## src/hw/rtl/led_matrix_pwm_frame_streamer_core_defines.svh

```systemverilog
// assertion macros shared by the frame streamer rtl
`ifndef LED_MATRIX_PWM_FRAME_STREAMER_CORE_DEFINES_SVH
`define LED_MATRIX_PWM_FRAME_STREAMER_CORE_DEFINES_SVH

// same-cycle implication, checked on every rising edge out of reset
`define LMPS_ASSERT_IMPL(label, ante, cons) \
  label: assert property (@(posedge clk) disable iff (!rst_n) (ante) |-> (cons)) \
    else $error("lmps check failed");

// next-cycle implication, checked on every rising edge out of reset
`define LMPS_ASSERT_NEXT(label, ante, cons) \
  label: assert property (@(posedge clk) disable iff (!rst_n) (ante) |=> (cons)) \
    else $error("lmps check failed");

`endif

```

## src/hw/rtl/lmps_pkg.sv

```systemverilog
// shared types and constants of the led matrix frame streamer
package lmps_pkg;

  localparam int LED_COUNT_DEF   = 64;
  localparam int RESET_SLOTS_DEF = 48;
  localparam int BITS_PER_LED    = 24;
  localparam int MATRIX_SIDE     = 8;
  localparam int MAX_COORD       = 7;
  localparam int CHANNELS        = 3;
  localparam int BYTE_W          = 8;
  localparam int SLOT_W          = 6;
  localparam int BIT_IDX_W       = 5;
  localparam int DUTY_W          = 16;
  localparam int IN_TDATA_W      = 56;
  localparam int IN_TUSER_W      = 2;
  localparam int OUT_TDATA_W     = 16;
  localparam int CFG_IDX_W       = 2;
  localparam int CFG_DATA_W      = 16;

  // action codes carried in tuser
  localparam logic [IN_TUSER_W-1:0] ACT_TICK    = 2'd0;
  localparam logic [IN_TUSER_W-1:0] ACT_WRITE   = 2'd1;
  localparam logic [IN_TUSER_W-1:0] ACT_REFRESH = 2'd2;

  // register indexes
  localparam logic [CFG_IDX_W-1:0] REG_ONE_DUTY  = 2'd0;
  localparam logic [CFG_IDX_W-1:0] REG_ZERO_DUTY = 2'd1;

  typedef enum logic [1:0] {
    CMD_TICK,
    CMD_WRITE,
    CMD_REFRESH
  } cmd_kind_t;

  typedef enum logic [1:0] {
    S_IDLE,
    S_EMIT,
    S_DIV
  } back_state_t;

  // color[0] is channel a, sent first
  typedef struct packed {
    cmd_kind_t                        kind;
    logic [SLOT_W-1:0]                slot;
    logic [CHANNELS-1:0][BYTE_W-1:0]  color;
    logic [BYTE_W-1:0]                divisor;
    logic                             refresh;
  } cmd_t;

  typedef struct packed {
    logic push;
    cmd_t cmd;
  } front_req_t;

  typedef struct packed {
    logic [DUTY_W-1:0] one;
    logic [DUTY_W-1:0] zero;
  } duty_cfg_t;

  typedef struct packed {
    logic streaming;
    logic emit;
    logic div_busy;
  } back_stat_t;

endpackage

```

## src/hw/rtl/lmps_front.sv

```systemverilog
// front end: takes input items, checks writes and turns them into commands
module lmps_front #(
  parameter int LED_COUNT = lmps_pkg::LED_COUNT_DEF
) (
  input  logic                             in_tvalid,
  output logic                             in_tready,
  // column, row, color_a, color_b, color_c, divisor, refresh_after, zero pad
  input  logic [lmps_pkg::IN_TDATA_W-1:0]  in_tdata,
  // action
  input  logic [lmps_pkg::IN_TUSER_W-1:0]  in_tuser,
  input  logic                             fifo_full,
  output lmps_pkg::front_req_t             req
);
  import lmps_pkg::*;

  logic [BYTE_W-1:0] col;
  logic [BYTE_W-1:0] row;
  logic [BYTE_W-1:0] divisor;
  logic [8:0]        slot_wide;
  logic              write_ok;
  logic              accept;

  assign col     = in_tdata[7:0];
  assign row     = in_tdata[15:8];
  assign divisor = in_tdata[47:40];

  // row*8+column on the in-range bits
  assign slot_wide = 9'(row[2:0]) * 9'(MATRIX_SIDE) + 9'(col[2:0]);

  assign write_ok = (col <= BYTE_W'(MAX_COORD)) && (row <= BYTE_W'(MAX_COORD)) &&
                    (divisor != '0) && (slot_wide < 9'(LED_COUNT));

  assign in_tready = !fifo_full;
  assign accept    = in_tvalid && in_tready;

  always_comb begin
    req.cmd.slot     = slot_wide[SLOT_W-1:0];
    req.cmd.color[0] = in_tdata[23:16];
    req.cmd.color[1] = in_tdata[31:24];
    req.cmd.color[2] = in_tdata[39:32];
    req.cmd.divisor  = divisor;
    req.cmd.refresh  = in_tdata[48];
    req.cmd.kind     = CMD_REFRESH;
    req.push         = 1'b0;
    unique case (in_tuser)
      ACT_TICK: begin
        req.cmd.kind = CMD_TICK;
        req.push     = accept;
      end
      ACT_WRITE: begin
        req.cmd.kind = CMD_WRITE;
        req.push     = accept && write_ok;
      end
      ACT_REFRESH: begin
        req.cmd.kind = CMD_REFRESH;
        req.push     = accept;
      end
      default: begin
        // unused action code is dropped
        req.cmd.kind = CMD_REFRESH;
        req.push     = 1'b0;
      end
    endcase
  end

endmodule

```

## src/hw/rtl/lmps_fifo.sv

```systemverilog
// two-entry command queue between front and back
module lmps_fifo (
  input  logic                clk,
  input  logic                rst_n,
  input  lmps_pkg::front_req_t req,
  input  logic                pop,
  output lmps_pkg::cmd_t      head,
  output logic                empty,
  output logic                full
);
  import lmps_pkg::*;

  localparam int DEPTH = 2;
  localparam int AW    = 1;

  cmd_t              entry_r [DEPTH];
  logic [AW-1:0]     wr_ptr_r;
  logic [AW-1:0]     rd_ptr_r;
  logic [AW:0]       cnt_r;
  logic [AW-1:0]     wr_ptr_nxt;
  logic [AW-1:0]     rd_ptr_nxt;
  logic [AW:0]       cnt_nxt;
  logic              do_push;
  logic              do_pop;

  assign empty   = (cnt_r == '0);
  assign full    = (cnt_r == (AW+1)'(DEPTH));
  assign head    = entry_r[rd_ptr_r];
  assign do_push = req.push && !full;
  assign do_pop  = pop && !empty;

  always_comb begin
    wr_ptr_nxt = do_push ? wr_ptr_r + 1'b1 : wr_ptr_r;
    rd_ptr_nxt = do_pop  ? rd_ptr_r + 1'b1 : rd_ptr_r;
    cnt_nxt    = cnt_r + (AW+1)'(do_push) - (AW+1)'(do_pop);
  end

  always_ff @(posedge clk) begin
    if (!rst_n) begin
      wr_ptr_r <= '0;
      rd_ptr_r <= '0;
      cnt_r    <= '0;
    end else begin
      wr_ptr_r <= wr_ptr_nxt;
      rd_ptr_r <= rd_ptr_nxt;
      cnt_r    <= cnt_nxt;
    end
  end

  always_ff @(posedge clk) begin
    if (do_push) begin
      entry_r[wr_ptr_r] <= req.cmd;
    end
  end

endmodule

```

## src/hw/rtl/lmps_div.sv

```systemverilog
// restoring divider, one quotient bit per cycle on all three channels
module lmps_div (
  input  logic                                               clk,
  input  logic                                               rst_n,
  input  logic                                               start,
  input  logic [lmps_pkg::CHANNELS-1:0][lmps_pkg::BYTE_W-1:0] dvd,
  input  logic [lmps_pkg::BYTE_W-1:0]                        dsr,
  output logic                                               busy,
  output logic                                               done,
  output logic [lmps_pkg::CHANNELS-1:0][lmps_pkg::BYTE_W-1:0] quo
);
  import lmps_pkg::*;

  localparam int CNT_W = $clog2(BYTE_W);

  logic [CHANNELS-1:0][BYTE_W-1:0] rem_r;
  logic [CHANNELS-1:0][BYTE_W-1:0] quo_r;
  logic [CHANNELS-1:0][BYTE_W-1:0] rem_nxt;
  logic [CHANNELS-1:0][BYTE_W-1:0] quo_nxt;
  logic [BYTE_W-1:0]               dsr_r;
  logic [CNT_W-1:0]                cnt_r;
  logic                            busy_r;
  logic                            done_r;

  // one restoring step per lane
  always_comb begin
    logic [BYTE_W:0] shifted;
    for (int i = 0; i < CHANNELS; i++) begin
      shifted = {rem_r[i], quo_r[i][BYTE_W-1]};
      if (shifted >= {1'b0, dsr_r}) begin
        rem_nxt[i] = BYTE_W'(shifted - {1'b0, dsr_r});
        quo_nxt[i] = {quo_r[i][BYTE_W-2:0], 1'b1};
      end else begin
        rem_nxt[i] = shifted[BYTE_W-1:0];
        quo_nxt[i] = {quo_r[i][BYTE_W-2:0], 1'b0};
      end
    end
  end

  always_ff @(posedge clk) begin
    if (!rst_n) begin
      busy_r <= 1'b0;
      done_r <= 1'b0;
      cnt_r  <= '0;
    end else begin
      done_r <= busy_r && (cnt_r == CNT_W'(BYTE_W-1));
      if (start) begin
        busy_r <= 1'b1;
        cnt_r  <= '0;
      end else if (busy_r) begin
        cnt_r <= cnt_r + 1'b1;
        if (cnt_r == CNT_W'(BYTE_W-1)) begin
          busy_r <= 1'b0;
        end
      end
    end
  end

  always_ff @(posedge clk) begin
    if (start) begin
      quo_r <= dvd;
      rem_r <= '0;
      dsr_r <= dsr;
    end else if (busy_r) begin
      quo_r <= quo_nxt;
      rem_r <= rem_nxt;
    end
  end

  assign busy = busy_r;
  assign done = done_r;
  assign quo  = quo_r;

endmodule

```

## src/hw/rtl/lmps_back.sv

```systemverilog
// back end: frame store, divider, refresh sequencer and output register
module lmps_back #(
  parameter int LED_COUNT   = lmps_pkg::LED_COUNT_DEF,
  parameter int RESET_SLOTS = lmps_pkg::RESET_SLOTS_DEF
) (
  input  logic                              clk,
  input  logic                              rst_n,
  input  lmps_pkg::cmd_t                    head,
  input  logic                              fifo_empty,
  output logic                              pop,
  input  lmps_pkg::duty_cfg_t               duty,
  output logic                              out_tvalid,
  input  logic                              out_tready,
  output logic [lmps_pkg::OUT_TDATA_W-1:0]  out_tdata,
  output logic                              out_tlast,
  output lmps_pkg::back_stat_t              stat
);
  import lmps_pkg::*;

  localparam int LED_AW = (LED_COUNT > 1) ? $clog2(LED_COUNT) : 1;
  localparam int RS_W   = (RESET_SLOTS > 1) ? $clog2(RESET_SLOTS) : 1;

  back_state_t state_r, state_nxt;

  // frame store and its per-entry valid bits
  logic [BITS_PER_LED-1:0]  mem [LED_COUNT];
  logic [BITS_PER_LED-1:0]  rdata_r;
  logic [LED_COUNT-1:0]     valid_r;

  logic                     streaming_r, streaming_nxt;
  logic                     rst_phase_r, rst_phase_nxt;
  logic [LED_AW-1:0]        led_r, led_nxt;
  logic [BIT_IDX_W-1:0]     bit_r, bit_nxt;
  logic [RS_W-1:0]          rst_r, rst_nxt;
  logic                     out_valid_r, out_valid_nxt;
  logic [DUTY_W-1:0]        out_duty_r, out_duty_nxt;
  logic                     out_last_r, out_last_nxt;
  logic [SLOT_W-1:0]        pend_slot_r;
  logic                     pend_refresh_r;

  logic                     div_start;
  logic                     div_busy;
  logic                     div_done;
  logic [CHANNELS-1:0][BYTE_W-1:0] div_quo;

  logic                     emit;
  logic                     store;
  logic                     start_stream;
  logic [BITS_PER_LED-1:0]  led_word;
  logic                     data_bit;
  logic                     bit_last;
  logic                     led_last;
  logic                     word_last;
  logic [DUTY_W-1:0]        word;

  lmps_div u_div (
    .clk   (clk),
    .rst_n (rst_n),
    .start (div_start),
    .dvd   (head.color),
    .dsr   (head.divisor),
    .busy  (div_busy),
    .done  (div_done),
    .quo   (div_quo)
  );

  // next state
  always_comb begin
    state_nxt = state_r;
    unique case (state_r)
      S_IDLE: begin
        if (!fifo_empty) begin
          if (head.kind == CMD_TICK && streaming_r) begin
            state_nxt = S_EMIT;
          end else if (head.kind == CMD_WRITE && !streaming_r) begin
            state_nxt = S_DIV;
          end
        end
      end
      S_EMIT: begin
        if (emit) state_nxt = S_IDLE;
      end
      S_DIV: begin
        if (div_done) state_nxt = S_IDLE;
      end
      default: state_nxt = S_IDLE;
    endcase
  end

  // state outputs
  always_comb begin
    pop          = 1'b0;
    div_start    = 1'b0;
    start_stream = 1'b0;
    emit         = 1'b0;
    store        = 1'b0;
    unique case (state_r)
      S_IDLE: begin
        pop = !fifo_empty;
        if (!fifo_empty) begin
          div_start    = (head.kind == CMD_WRITE) && !streaming_r;
          start_stream = (head.kind == CMD_REFRESH) && !streaming_r;
        end
      end
      S_EMIT:  emit  = !out_valid_r || out_tready;
      S_DIV:   store = div_done;
      default: pop   = 1'b0;
    endcase
  end

  // word for the current slot
  always_comb begin
    led_word  = valid_r[led_r] ? rdata_r : '0;
    data_bit  = led_word[BIT_IDX_W'(BITS_PER_LED-1) - bit_r];
    bit_last  = (bit_r == BIT_IDX_W'(BITS_PER_LED-1));
    led_last  = (led_r == LED_AW'(LED_COUNT-1));
    if (rst_phase_r) begin
      word      = duty.zero;
      word_last = (rst_r == RS_W'(RESET_SLOTS-1));
    end else begin
      word      = data_bit ? duty.one : duty.zero;
      word_last = (RESET_SLOTS == 0) && led_last && bit_last;
    end
  end

  // slot sequencing
  always_comb begin
    streaming_nxt = streaming_r;
    rst_phase_nxt = rst_phase_r;
    led_nxt       = led_r;
    bit_nxt       = bit_r;
    rst_nxt       = rst_r;
    if (start_stream || (store && pend_refresh_r)) begin
      streaming_nxt = 1'b1;
      rst_phase_nxt = 1'b0;
      led_nxt       = '0;
      bit_nxt       = '0;
      rst_nxt       = '0;
    end else if (emit) begin
      if (word_last) begin
        streaming_nxt = 1'b0;
        rst_phase_nxt = 1'b0;
        led_nxt       = '0;
        bit_nxt       = '0;
        rst_nxt       = '0;
      end else if (rst_phase_r) begin
        rst_nxt = rst_r + 1'b1;
      end else if (bit_last) begin
        bit_nxt = '0;
        if (led_last) begin
          rst_phase_nxt = 1'b1;
          rst_nxt       = '0;
        end else begin
          led_nxt = led_r + 1'b1;
        end
      end else begin
        bit_nxt = bit_r + 1'b1;
      end
    end
  end

  // output register
  always_comb begin
    out_valid_nxt = out_valid_r;
    out_duty_nxt  = out_duty_r;
    out_last_nxt  = out_last_r;
    if (emit) begin
      out_valid_nxt = 1'b1;
      out_duty_nxt  = word;
      out_last_nxt  = word_last;
    end else if (out_tready) begin
      out_valid_nxt = 1'b0;
    end
  end

  always_ff @(posedge clk) begin
    if (!rst_n) begin
      state_r     <= S_IDLE;
      streaming_r <= 1'b0;
      rst_phase_r <= 1'b0;
      led_r       <= '0;
      bit_r       <= '0;
      rst_r       <= '0;
      out_valid_r <= 1'b0;
      valid_r     <= '0;
    end else begin
      state_r     <= state_nxt;
      streaming_r <= streaming_nxt;
      rst_phase_r <= rst_phase_nxt;
      led_r       <= led_nxt;
      bit_r       <= bit_nxt;
      rst_r       <= rst_nxt;
      out_valid_r <= out_valid_nxt;
      if (store) begin
        valid_r[LED_AW'(pend_slot_r)] <= 1'b1;
      end
    end
  end

  always_ff @(posedge clk) begin
    out_duty_r <= out_duty_nxt;
    out_last_r <= out_last_nxt;
    if (div_start) begin
      pend_slot_r    <= head.slot;
      pend_refresh_r <= head.refresh;
    end
  end

  // frame store: one write port, one registered read port
  always_ff @(posedge clk) begin
    if (store) begin
      mem[LED_AW'(pend_slot_r)] <= {div_quo[0], div_quo[1], div_quo[2]};
    end
    rdata_r <= mem[led_r];
  end

  assign out_tvalid     = out_valid_r;
  assign out_tdata      = out_duty_r;
  assign out_tlast      = out_last_r;
  assign stat.streaming = streaming_r;
  assign stat.emit      = emit;
  assign stat.div_busy  = div_busy;

endmodule

```

## src/hw/rtl/led_matrix_pwm_frame_streamer_core.sv

```systemverilog
// top level of the led matrix pwm frame streamer
//
//  port group | dir | contents
//  -----------+-----+---------------------------------------------------------
//  in_*       | in  | action in tuser; led write fields and refresh flag in tdata
//  out_*      | out | one pwm duty word per tick, tlast on the final word
//  cfg_*      | in  | write-only duty registers, index 0 one-bit, 1 zero-bit
//
//  a tick passes through the queue, frame store read port and output
//  register; a led write goes through the 8-step restoring divider
//  rst_n is synchronous: frame store entries read as zero until written,
//  stream goes idle, duties clear; no clearing pass is needed
//  a stalled output register holds the back end, the two-entry queue lets the
//  input side keep taking items meanwhile until the queue is full
`include "led_matrix_pwm_frame_streamer_core_defines.svh"

module led_matrix_pwm_frame_streamer_core #(
  parameter int LED_COUNT   = lmps_pkg::LED_COUNT_DEF,
  parameter int RESET_SLOTS = lmps_pkg::RESET_SLOTS_DEF
) (
  input  logic                              clk,
  input  logic                              rst_n,
  input  logic                              in_tvalid,
  output logic                              in_tready,
  // column, row, color_a, color_b, color_c, divisor, refresh_after, zero pad
  input  logic [lmps_pkg::IN_TDATA_W-1:0]   in_tdata,
  // action
  input  logic [lmps_pkg::IN_TUSER_W-1:0]   in_tuser,
  output logic                              out_tvalid,
  input  logic                              out_tready,
  // duty
  output logic [lmps_pkg::OUT_TDATA_W-1:0]  out_tdata,
  output logic                              out_tlast,
  input  logic                              cfg_we,
  input  logic [lmps_pkg::CFG_IDX_W-1:0]    cfg_index,
  input  logic [lmps_pkg::CFG_DATA_W-1:0]   cfg_wdata
);
  import lmps_pkg::*;

  front_req_t req;
  cmd_t       head;
  logic       fifo_empty;
  logic       fifo_full;
  logic       pop;
  back_stat_t stat;
  duty_cfg_t  duty_r;
  duty_cfg_t  duty_nxt;

  // duty registers, index beyond the list is ignored
  always_comb begin
    duty_nxt = duty_r;
    if (cfg_we) begin
      if (cfg_index == REG_ONE_DUTY) begin
        duty_nxt.one = DUTY_W'(cfg_wdata);
      end else if (cfg_index == REG_ZERO_DUTY) begin
        duty_nxt.zero = DUTY_W'(cfg_wdata);
      end
    end
  end

  always_ff @(posedge clk) begin
    if (!rst_n) begin
      duty_r <= '0;
    end else begin
      duty_r <= duty_nxt;
    end
  end

  // decode and check incoming items
  lmps_front #(
    .LED_COUNT (LED_COUNT)
  ) u_front (
    .in_tvalid (in_tvalid),
    .in_tready (in_tready),
    .in_tdata  (in_tdata),
    .in_tuser  (in_tuser),
    .fifo_full (fifo_full),
    .req       (req)
  );

  // command queue decouples intake from execution
  lmps_fifo u_fifo (
    .clk   (clk),
    .rst_n (rst_n),
    .req   (req),
    .pop   (pop),
    .head  (head),
    .empty (fifo_empty),
    .full  (fifo_full)
  );

  // frame store, divider, stream sequencer, output register
  lmps_back #(
    .LED_COUNT   (LED_COUNT),
    .RESET_SLOTS (RESET_SLOTS)
  ) u_back (
    .clk        (clk),
    .rst_n      (rst_n),
    .head       (head),
    .fifo_empty (fifo_empty),
    .pop        (pop),
    .duty       (duty_r),
    .out_tvalid (out_tvalid),
    .out_tready (out_tready),
    .out_tdata  (out_tdata),
    .out_tlast  (out_tlast),
    .stat       (stat)
  );

  // a word is produced only while a refresh runs
  `LMPS_ASSERT_IMPL(a_emit_only_streaming, stat.emit, stat.streaming)
  // a produced word lands in the output register
  `LMPS_ASSERT_NEXT(a_emit_loads_output, stat.emit, out_tvalid)
  // the divider never runs during a refresh
  `LMPS_ASSERT_IMPL(a_div_idle_streaming, stat.div_busy, !stat.streaming)

endmodule

```

## config.mk

```make
export PLATFORM = sky130hd
export DESIGN_NAME = led_matrix_pwm_frame_streamer_core
export DESIGN_NICKNAME = d
export VERILOG_FILES = /design/src/hw/rtl/lmps_pkg.sv /design/src/hw/rtl/lmps_front.sv /design/src/hw/rtl/lmps_fifo.sv /design/src/hw/rtl/lmps_div.sv /design/src/hw/rtl/lmps_back.sv /design/src/hw/rtl/led_matrix_pwm_frame_streamer_core.sv
export VERILOG_INCLUDE_DIRS = /design/src /design/src/hw/rtl
export SDC_FILE = /design/constraint.sdc
export NUM_CORES = 2
export LEC_CHECK = 0
export BUFFER_PORTS_ARGS = -buffer_cell sky130_fd_sc_hd__clkbuf_2
export CAP_MARGIN = 0
export CORE_UTILIZATION = 45
export CTS_CLUSTER_SIZE = 24
export DETAILED_ROUTE_END_ITERATION = 6
export GPL_TIMING_DRIVEN = 0
export HOLD_SLACK_MARGIN = 0.05
export SETUP_SLACK_MARGIN = 0.5
export SYNTH_ARGS = -nofsm -noshare
export SYNTH_HDL_FRONTEND = slang
export SYNTH_SLANG_ARGS = --single-unit
export TNS_END_PERCENT = 10
```

## constraint.sdc

```tcl
create_clock -name clk -period 5.96 [get_ports clk]
set_clock_uncertainty 0.1 [all_clocks]
set_input_delay 0.298 -clock clk [delete_from_list [all_inputs] [get_ports clk]]
set_output_delay 0.298 -clock clk [all_outputs]
set_load 0.01 [all_outputs]
```

==> key figures <==
Outcome
  • Status: finished clean

Setup path
  • Register-to-Register Setup Slack: 1.17 ns
  • Startpoint type of the worst setup path: register
  • RR Startpoint: u_back.led_r[1]
  • Slowest Stage Delay on Critical Path: roughly 1.1 ns
  • Class of the most critical setup path: register to register
  • Nature of the critical path endpoint: register
  • Worst reg2reg endpoint: u_back.rdata_r[17]
  • Data arrival time of the critical path: 5.34 ns
  • Worst path most repeated cell: sky130_fd_sc_hd__buf_2
  • Cell with the largest stage delay on the worst path: sky130_fd_sc_hd__a211oi_1
  • Cell chain of the critical path: buf_2 > buf_2 > buf_2 > buf_1 > mux4_2 > mux4_2 > and2_0 > a211oi_1 > a31oi_1
  • Number of cells on the worst reg-to-reg path: 9
  • Crit path max fanout: 10
  • Worst Path Required: around 6.5 ns

Routing
  • Number of nets with antenna violations after detailed routing: 0
  • Vias after detailed routing: 36400
  • Met3 routed wirelength: ~13000 um
  • Drt drc: 0
  • Top sig layer: met5
  • Avg WL per Cell: around 31 um
  • Met2 wire length: between 90000 and 100000 um
  • Routed vias/inst: just under 6
  • Number of iterations in the first detailed-routing pass: 5
  • Violation count after the first detailed-route iteration: slightly below 4000
  • Final WL: between 150000 and 200000 um
  • Detailed-routing wirelength on met1: a little under 80000 um

Floorplan
  • Die Y: 401 um
  • Core region area: between 150000 and 200000 um^2
  • Width of the die: between 400 and 500 um
  • Number of placement rows: about 150
  • DIE AREA: ~160000 um^2
  • Boundary pin count: 100
  • Initial cell density of the core: about 45%

Clocking
  • Number of setup buffers added after CTS: 0
  • TritonCTS sink count: around 1900
  • CTS root buf: sky130_fd_sc_hd__clkbuf_16
  • Clock network latency to the later pin of the worst-skew pair: 0.84 ns
  • TritonCTS clock tree: done
  • Post-CTS resize count: 0
  • Clock slew seen by the registers of the worst setup and hold paths: roughly 0.060 ns
  • Max Root-Sink Buffers: 3
  • CTS buffer count: about 190
  • Number of H-tree levels: 4

Hold path
  • Startpoint of the lowest-slack hold path: in_tdata[33]
  • Worst Hold End: u_fifo.entry_r[0][26]
  • Hold path depth: 2
  • Path class of the lowest-slack min-delay path: primary input to register

Logic synthesis
  • Part of the Yosys area used for sequential elements: about 75%
  • Fraction of synthesis flops using an asynchronous set or reset pin: 0%
  • Warnings from Yosys: 0
  • Count of cell types in the netlist: 66
  • Post-synth EDFFs: 1674
  • Flip-flop cell with the highest count after synthesis: sky130_fd_sc_hd__edfxtp_1
  • Avg Inst Size Synth: between 20 and 25 um^2
  • Net count after synthesis: roughly 3500
  • Combined area of all synthesized cells: 71600 um^2
  • Post-Syn Instances: 3400
  • Number of synthesized register bits: around 1900

STA
  • Max transition margin: approximately 6.8%
  • RSZ-0062 raised after global routing: no
  • Pins over their slew limit: 0
  • Sum of negative setup slack: 0 ns
  • Slew at the pin with the worst max-slew slack: 1.39 ns
  • Final critical-path share of the clock period: 80.4%
  • Total of endpoints with negative setup slack in the final report: 0
  • Post-route minimum period: 4.79 ns
  • Maximum frequency from static timing analysis: about 0.21 GHz
  • Hold Violations, Final: 0

Layout
  • Fraction of layout instances using a drive strength above 1: between 20% and 30%
  • Area occupied by multi-input gates: between 15000 and 20000 um^2
  • Count of non-filler cells in the finished layout: around 6100
  • Final layout net count: roughly 4000
  • Filler cell count: 12100
  • Syn-to-layout area delta: 18.6%
  • FF/Latch Area: 53800 um^2

Power
  • Switching Share: about a quarter
  • Leakage: approximately 0.027 uW
  • Power density over cell area: 352 nW/um^2
  • Fraction of power consumed by sequential logic: about half
  • Internal cell power: 22900 uW
  • Combinational cell fraction of total power: roughly 9.7%
  • Maximum vdd drop: 298 uV
  • Clock share of power: approximately two fifths
  • Reported net switching power: 7060 uW

Place
  • # port buffers: 91
  • DPL Wire Length: ~130000 um
  • Cell Count Post-Placement: between 5000 and 6000
  • Final estimated routing congestion in global placement: 0.878

Global routing
  • GR Overflow Total: 0
  • Pin count of the biggest net entering global routing: 34
  • Number of global-route vias before repair: 36900
  • Wire length of the first global-routing pass: approximately 270000 um
  • Global Route Usage Sum: a little under a quarter
  • Antenna violations before repair: 12

Job
  • Max-cap viol count: 0
-- worst max-delay path by stage --
stage | start | endpoint | cells past startpoint
after global placement | u_back.u_div.done | u_back.mem[50][13] | 3
after global routing | u_back.led_r[1] | u_back.rdata_r[17] | 9
after detailed placement | u_back.led_r[1] | u_back.rdata_r[20] | 9
final | u_back.led_r[1] | u_back.rdata_r[17] | 9
after CTS | u_back.led_r[1] | u_back.rdata_r[15] | 9
after floorplan | in_tdata[3] | u_fifo.entry_r[0][0] | 4
-- flip-flops by register name, indices dropped and copies added (netlist names), 8 cells and up, named ones only --
name                flops
u_back.valid_r         64
u_back.u_div.dsr_r      8
u_back.u_div.rem_r     24
u_back.out_tdata       16
duty_r                 32
u_back.rdata_r         24
u_fifo.entry_r         82
u_back.mem           1536
u_back.u_div.quo       24
-- synthesized netlist by cell type, types with 35 or more instances --
master / instances / share of area (%)
sky130_fd_sc_hd__a21boi_0: 37 / 0.39
sky130_fd_sc_hd__buf_1: 35 / 0.18
sky130_fd_sc_hd__buf_2: 48 / 0.34
sky130_fd_sc_hd__clkbuf_1: 76 / 0.40
sky130_fd_sc_hd__dfxtp_1: 176 / 4.9
sky130_fd_sc_hd__edfxtp_1: 1674 / 70
sky130_fd_sc_hd__mux2_2: 39 / 0.61
sky130_fd_sc_hd__mux2i_1: 43 / 0.60
sky130_fd_sc_hd__mux4_2: 510 / 16
sky130_fd_sc_hd__nand2_1: 154 / 0.81
sky130_fd_sc_hd__nor2_1: 109 / 0.57
sky130_fd_sc_hd__o21a_1: 79 / 0.83
sky130_fd_sc_hd__o21ai_0: 60 / 0.42
-- layout make-up --
class                   count  share of cell area [%]
flip-flops and latches   1850                    63.3
multi-input cells        1339                    20.4
clock buffers             251                    5.89
repair buffers            297                    4.97
well taps                2072                    3.05
clock inverters            91                    1.19
plain buffers             179                   0.977
inverters                  32                   0.141
diodes                      4                  0.0118
-- power groups by stage --
stage               combinational [uW]  clock [uW]  sequential (uW)
floorplan                         1160           0            15900
global placement                  1530           0            16500
detailed placement                2840           0            15700
CTS                               2890       11800            15400
global route                      3130       12200            15500
finish                            2890       11600            15400
-- repair_timing --
action,in CTS,in global routing
endpoints found under the hold margin,139,0
endpoints found under the setup margin,0,0
hold buffers,86,0
-- logic make-up after synthesis --
family | count (synthesis) | synth area share (%)
AO/OA/AOI/OAI | 293 | 2.83
flip-flops | 1850 | 75.1
multiplexers | 592 | 17.3
AND/OR/NAND/NOR | 400 | 2.57
XOR/XNOR | 19 | 0.232
buffers and inverters | 211 | 1.32
adder cells (fa/ha/maj) | 35 | 0.643
-- per-stage QoR --
stage / setup WS, ns / util [%] / hold WS (ns) / instance area (um^2) / power (uW)
finish: 1.17 / 53.7 / 0.0983 / 84900 / 29900
global route: 0.961 / 53.7 / 0.0763 / 84900 / 30800
CTS: 1.28 / 53.7 / 0.0506 / 84900 / 30100
detailed placement: 1.29 / 49.3 / 0.350 / 78000 / 18500
global placement: 0.636 / 47.2 / 0.342 / 74600 / 18000
floorplan: 2.60 / - / 0.297 / 71600 / 17000
-- per-layer routing --
layer  vias up  track usage [%]
li1      15100                -
met1     19600             33.3
met2      1341             37.8
met3       269             4.46
met4         6             6.87
met5         -                0
-- cell usage in the layout, fill, tap and decap left out, types with 70 or more instances in the layout --
| cell type | n |
|---|---|
| sky130_fd_sc_hd__dlygate4sd3_1 | 86 |
| sky130_fd_sc_hd__nand2_1 | 154 |
| sky130_fd_sc_hd__edfxtp_1 | 1674 |
| sky130_fd_sc_hd__dfxtp_1 | 176 |
| sky130_fd_sc_hd__clkbuf_16 | 187 |
| sky130_fd_sc_hd__clkbuf_2 | 93 |
| sky130_fd_sc_hd__clkbuf_1 | 130 |
| sky130_fd_sc_hd__buf_16 | 70 |
| sky130_fd_sc_hd__o21a_1 | 79 |
| sky130_fd_sc_hd__mux4_2 | 510 |
-- worst max-delay path: cells and delay by family, from the launching register on --
kind	cells	cell delay, ns
and+or+nand+nor	1	0.19
DFF	1	0.33
muxes	2	0.97
buffers and inverters	4	1.82
AOI/OAI and AO/OA	2	1.18
Note: power is estimated with default switching activity, not from simulation.
